<file path="src/vdi_pkg.sv">
// ----------------------------------------------------------------------------
// vdi_pkg
// Shared types for the vertex deduplication indexer: request and result
// payloads, the key word, the chain carry and the controller states.
// ----------------------------------------------------------------------------
package vdi_pkg;

	localparam int KEY_W = 256;

	typedef logic [KEY_W-1:0] key_t;

	// One vertex request
	typedef struct packed {
		logic [31:0] pos_x;
		logic [31:0] pos_y;
		logic [31:0] pos_z;
		logic [31:0] tex_u;
		logic [31:0] tex_v;
		logic [31:0] norm_x;
		logic [31:0] norm_y;
		logic [31:0] norm_z;
		logic        start_mesh;
	} in_t;

	// One lookup result
	typedef struct packed {
		logic [7:0] vertex_index;
		logic       is_new;
		logic       table_full;
	} out_t;

	// Search token handed from cell to cell
	typedef struct packed {
		logic active;
		logic found;
	} carry_t;

	typedef enum logic [2:0] {
		ST_IDLE   = 3'b001,
		ST_SEARCH = 3'b010,
		ST_DONE   = 3'b100
	} state_t;

endpackage

</file>
<file path="src/vdi_cell.sv">
// ----------------------------------------------------------------------------
// vdi_cell
// One table entry: holds a stored key, compares it against the broadcast
// query when the search token passes, and hands the token to its neighbor.
// ----------------------------------------------------------------------------
module vdi_cell #(
	parameter int CNT_W = 9,
	parameter int IDX_W = 8,
	parameter int INDEX = 0
) (
	input  logic                clk,
	input  logic                arst_n,
	input  vdi_pkg::key_t       query,
	input  logic [CNT_W-1:0]    count,
	input  logic                wr_en,
	input  vdi_pkg::carry_t     carry_in,
	input  logic [IDX_W-1:0]    idx_in,
	output vdi_pkg::carry_t     carry_out,
	output logic [IDX_W-1:0]    idx_out
);

	localparam logic [CNT_W-1:0] SLOT = CNT_W'(INDEX);
	localparam logic [IDX_W-1:0] SLOT_IDX = IDX_W'(INDEX);

	vdi_pkg::key_t   key_q;
	vdi_pkg::carry_t carry_q;
	logic [IDX_W-1:0] idx_q;
	logic             hit;

	// Match only a live entry, and only the first one along the chain
	assign hit = carry_in.active && !carry_in.found && (SLOT < count) && (key_q == query);

	// Store the query when this slot is the next free one
	always_ff @(posedge clk) begin
		if (wr_en && (count == SLOT)) begin
			key_q <= query;
		end
	end

	// Advance the token one cell
	always_ff @(posedge clk or negedge arst_n) begin
		if (!arst_n) begin
			carry_q <= '0;
		end else begin
			carry_q.active <= carry_in.active;
			carry_q.found  <= carry_in.found | hit;
		end
	end

	always_ff @(posedge clk) begin
		idx_q <= hit ? SLOT_IDX : idx_in;
	end

	assign carry_out = carry_q;
	assign idx_out   = idx_q;

endmodule
</file>
<file path="config.mk">
export PLATFORM = sky130hd
export DESIGN_NAME = vdi_cell
export DESIGN_NICKNAME = d
export VERILOG_FILES = /design/src/vdi_pkg.sv /design/src/vdi_cell.sv
export SDC_FILE = /design/constraint.sdc
export NUM_CORES = 1
export LEC_CHECK = 0
export BUFFER_PORTS_ARGS = -buffer_cell sky130_fd_sc_hd__buf_4
export CAP_MARGIN = 25
export CORE_ASPECT_RATIO = 2
export CORE_MARGIN = 4
export CORE_UTILIZATION = 48
export CTS_CLUSTER_DIAMETER = 150
export DETAILED_ROUTE_END_ITERATION = 16
export HOLD_SLACK_MARGIN = 0.1
export PLACE_DENSITY = 0.76
export SLEW_MARGIN = 25
export SYNTH_ARGS = -nofsm -noshare
export SYNTH_HDL_FRONTEND = slang
export SYNTH_SLANG_ARGS = --single-unit
</file>
<file path="constraint.sdc">
create_clock -name clk -period 2.35 [get_ports clk]
set_input_delay 0.705 -clock clk [delete_from_list [all_inputs] [get_ports clk]]
set_output_delay 0.705 -clock clk [all_outputs]
set_load 0.05 [all_outputs]
</file>
==> results.json <==
{
  "outcome": "finished, violations left",
  "violations": "setup timing",
  "fmax_ghz": 0.4057,
  "hold_viol_final": 0,
  "numCtsBuffers": 23,
  "setup_viol": 9,
  "yosysWarnings": 0,
  "fin_setup_tns_ns": -0.9529,
  "met1_usage_pct": 23.03,
  "slew_headroom_pct": 69.70,
  "synthDistinctLibCells": 32,
  "place_worst_setup_slack_ns": -0.9730,
  "max_cap_viol_count": 0,
  "core_region_area_sq_um": 23230,
  "critical_path_buf_inv_count": 2,
  "cpPeakStageDelay_ns": 0.45,
  "grt_pass1_vias": 8306,
  "hold_end": "carry_out[1]$_DFF_PN0_",
  "netlist_instances": 746,
  "slowest_stage": "or4_4",
  "start_kind": "flop",
  "crit_type": "reg -> reg",
  "p_leak_nw": 5.764,
  "worst_slack_ns": -0.1149,
  "wl_mm": 30.05,
  "min_path_cells": 1,
  "final.setup_skew_ns": 0.01220,
  "clock_sinks": 266,
  "drive_above_1_share_pct": 35.91,
  "die_y_microns": 225.2,
  "grt-busiest-layer": "met2",
  "routedWlPerCell_microns": 20.87,
  "synth.avg_cell_area_sq_um": 15.17,
  "grt_max_degree": 47,
  "antenna_left": 0,
  "gp_congestion": 0.8549,
  "cellPowerDensity_nw_per_um2": 654.3,
  "ff2ff_path_depth": 8,
  "dp_cells": 1388,
  "hold_slack_ns": 0.3128,
  "path_max_fanout": 5,
  "r2r-end": "idx_out[7]$_SDFF_PP0_",
  "cp.depth": 8,
  "initial_utilization_pct": 48.72,
  "area_growth_pct": 36.00,
  "drt_pass1_iterations": 4,
  "nets": 1412,
  "row_count": 79,
  "hold_path_class": "in -> reg",
  "io-pin-count": 288,
  "instances_no_fill": 1440,
  "ys_seq_elements": 266,
  "synth-seq-area-share_pct": 69.78,
  "rrSetupSlack_ns": -0.11,
  "globalRoute.totalOverflow": 0,
  "dp_hpwl_mm": 24.29,
  "cts-htree-levels": 1,
  "min_period_over_period_pct": 104.9,
  "clockBufferDepth": 3,
  "final_area_sq_um": 15390,
  "die_w_microns": 116.6,
  "fill_cells": 1769,
  "use_met3_pct": 4.703,
  "total_power_mw": 10.07,
  "final_util_pct": 66.26,
  "synth_fp_nets": 1024,
  "avgViaCountPerCell": 5.251,
  "clock_latency_ns": 0.52,
  "antenna_found_initial": 7,
  "min_from": "carry_in[1]",
  "dpl-instance-area_sq_um": 14490,
  "met2_usage_pct": 42.75,
  "grt_pass1_wl_mm": 44.28,
  "min_period_ns": 2.465,
  "tightest_slew_ns": 0.4504,
  "rsz0062_at_grt": "true",
  "drc": 0,
  "r2r_start": "key_q[7]$_DFFE_PP_",
  "path_cells": "nor2b_4 -> a2111o_1 -> or4_4 -> or4_4 -> nor4_4 -> buf_4 -> buf_6 -> a21boi_1",
  "cts_root_buf": "clkbuf_16",
  "cts_tree": "yes",
  "port_buffers": 287,
  "arrival_ns": 2.88,
  "first_iter_violations": 497,
  "ir_worst_vdd_mv": 1.072,
  "netlist_area_sq_um": 11320,
  "clk_pin_slew_ns": 0.07,
  "critPathTopFamily": "simple AND/OR/NAND/NOR gates",
  "crit_top_cell": "or4_4",
  "vias": 7562,
  "required_ns": 2.76,
  "track_usage_pct": 22.70,
  "finalMaxSlewViolations": 0,
  "die-area_sq_um": 26250,
  "cp-end-kind": "flop"
}
how the worst max path moves through the flow:
| stage | slack [ns] | start | end |
|---|---|---|---|
| finish | -0.11 | key_q[7]$_DFFE_PP_ | idx_out[7]$_SDFF_PP0_ |
| global placement | -0.97 | query[232] | idx_out[5]$_SDFF_PP0_ |
| detailed placement | -0.97 | query[67] | idx_out[7]$_SDFF_PP0_ |
| global route | -0.20 | key_q[7]$_DFFE_PP_ | idx_out[2]$_SDFF_PP0_ |
| CTS | -0.16 | key_q[250]$_DFFE_PP_ | idx_out[0]$_SDFF_PP0_ |
| floorplan | -2.97 | count[4] | key_q[0]$_DFFE_PP_ |
sequential cells by signal, summed over array words and instances (netlist names):
name / flops
key_q: 256
idx_out: 8
carry_out: 2
synthesized netlist by cell type (all sizes together):
| cell | instances | area, sq um |
|---|---|---|
| a221o | 1 | 10.01 |
| or4 | 2 | 18.77 |
| o22ai | 21 | 131.4 |
| a21oi | 1 | 5.000 |
| o2bb2ai | 3 | 26.28 |
| dfxtp | 8 | 160.2 |
| edfxtp | 256 | 7687 |
| o2111ai | 13 | 113.9 |
| a222oi | 1 | 10.01 |
| a22o | 5 | 43.79 |
| nor3 | 1 | 5.000 |
| a2111oi | 8 | 70.07 |
| xor2 | 19 | 166.4 |
| xnor2 | 133 | 1165 |
| dfrtp | 2 | 50.05 |
| a2bb2oi | 1 | 8.760 |
| nand4 | 42 | 277.8 |
| a21boi | 8 | 60.06 |
| nand3 | 2 | 10.01 |
| nand2b | 36 | 225.2 |
| a2111o | 16 | 180.2 |
| inv | 63 | 236.5 |
| nor4 | 27 | 190.2 |
| nor2 | 5 | 18.77 |
| clkinv | 2 | 7.510 |
| a21o | 1 | 7.510 |
| nor2b | 69 | 431.7 |
cells in the final DEF, fill, tap and decap left out, drive strengths merged:
| cell type | n |
|---|---|
| nand3 | 2 |
| o22ai | 21 |
| xnor2 | 133 |
| xor2 | 19 |
| dfxtp | 8 |
| a21oi | 1 |
| nor4 | 27 |
| a21o | 1 |
| dfrtp | 2 |
| o2111ai | 13 |
| bufinv | 5 |
| a2111oi | 8 |
| a22o | 5 |
| nor3 | 1 |
| clkinv | 10 |
| a21boi | 8 |
| a2111o | 16 |
| inv | 64 |
| edfxtp | 256 |
| nand2b | 36 |
| a221o | 1 |
| nor2b | 69 |
| diode | 7 |
| nor2 | 5 |
| clkbuf | 27 |
| a2bb2oi | 1 |
| dlygate4sd3 | 1 |
| or4 | 2 |
| a222oi | 1 |
| o2bb2ai | 3 |
| nand4 | 42 |
| buf | 362 |
routing by layer:
metal  wire [microns]  share of wire, %
met2            17150                57
met5                0                 0
met4             1498               5.0
met1             9609                32
met3             1791               6.0
area by class of cell:
cell class / count / area (sq um) / area share (%)
inverters: 65 / 244.0 / 1.585
repair buffers: 363 / 2831 / 18.40
multi-input cells: 415 / 3261 / 21.19
clock buffers: 27 / 590.6 / 3.837
diodes: 7 / 17.52 / 0.1138
flip-flops and latches: 266 / 7898 / 51.31
clock inverters: 14 / 195.2 / 1.268
well taps: 283 / 354.1 / 2.301
timing repair:
item / CTS / global route
buffers inserted: 1 / 1
endpoints found under the setup margin: 9 / 9
hold buffers: 1 / 0
cloned: 1 / 0
pin swaps: 2 / 1
hold endpoints to repair: 2 / 0
resized for setup: 7 / 9
report_power, final:
group	leakage [nW]	switching [mW]	internal [mW]	total, mW
registers	2.39	0.00529	5.20	5.21
logic	2.99	0.345	0.502	0.847
clock network	0.388	1.66	2.35	4.02
total	5.76	2.01	8.06	10.1
worst register-to-register path: cells and delay by family (launching register included):
family,cells,cell delay [ns]
simple gates,4,1.17
compound gates,2,0.50
flops,1,0.39
buf+inv,2,0.30
cell families after synthesis:
group / Yosys count / synth area share (%)
xor gates and xnor gates: 152 / 11.76
buffers and inverters: 65 / 2.156
and+or+nand+nor: 184 / 10.40
DFF: 266 / 69.78
AOI/OAI and AO/OA: 79 / 5.893
No activity file was read; power rests on OpenSTA's default activity.
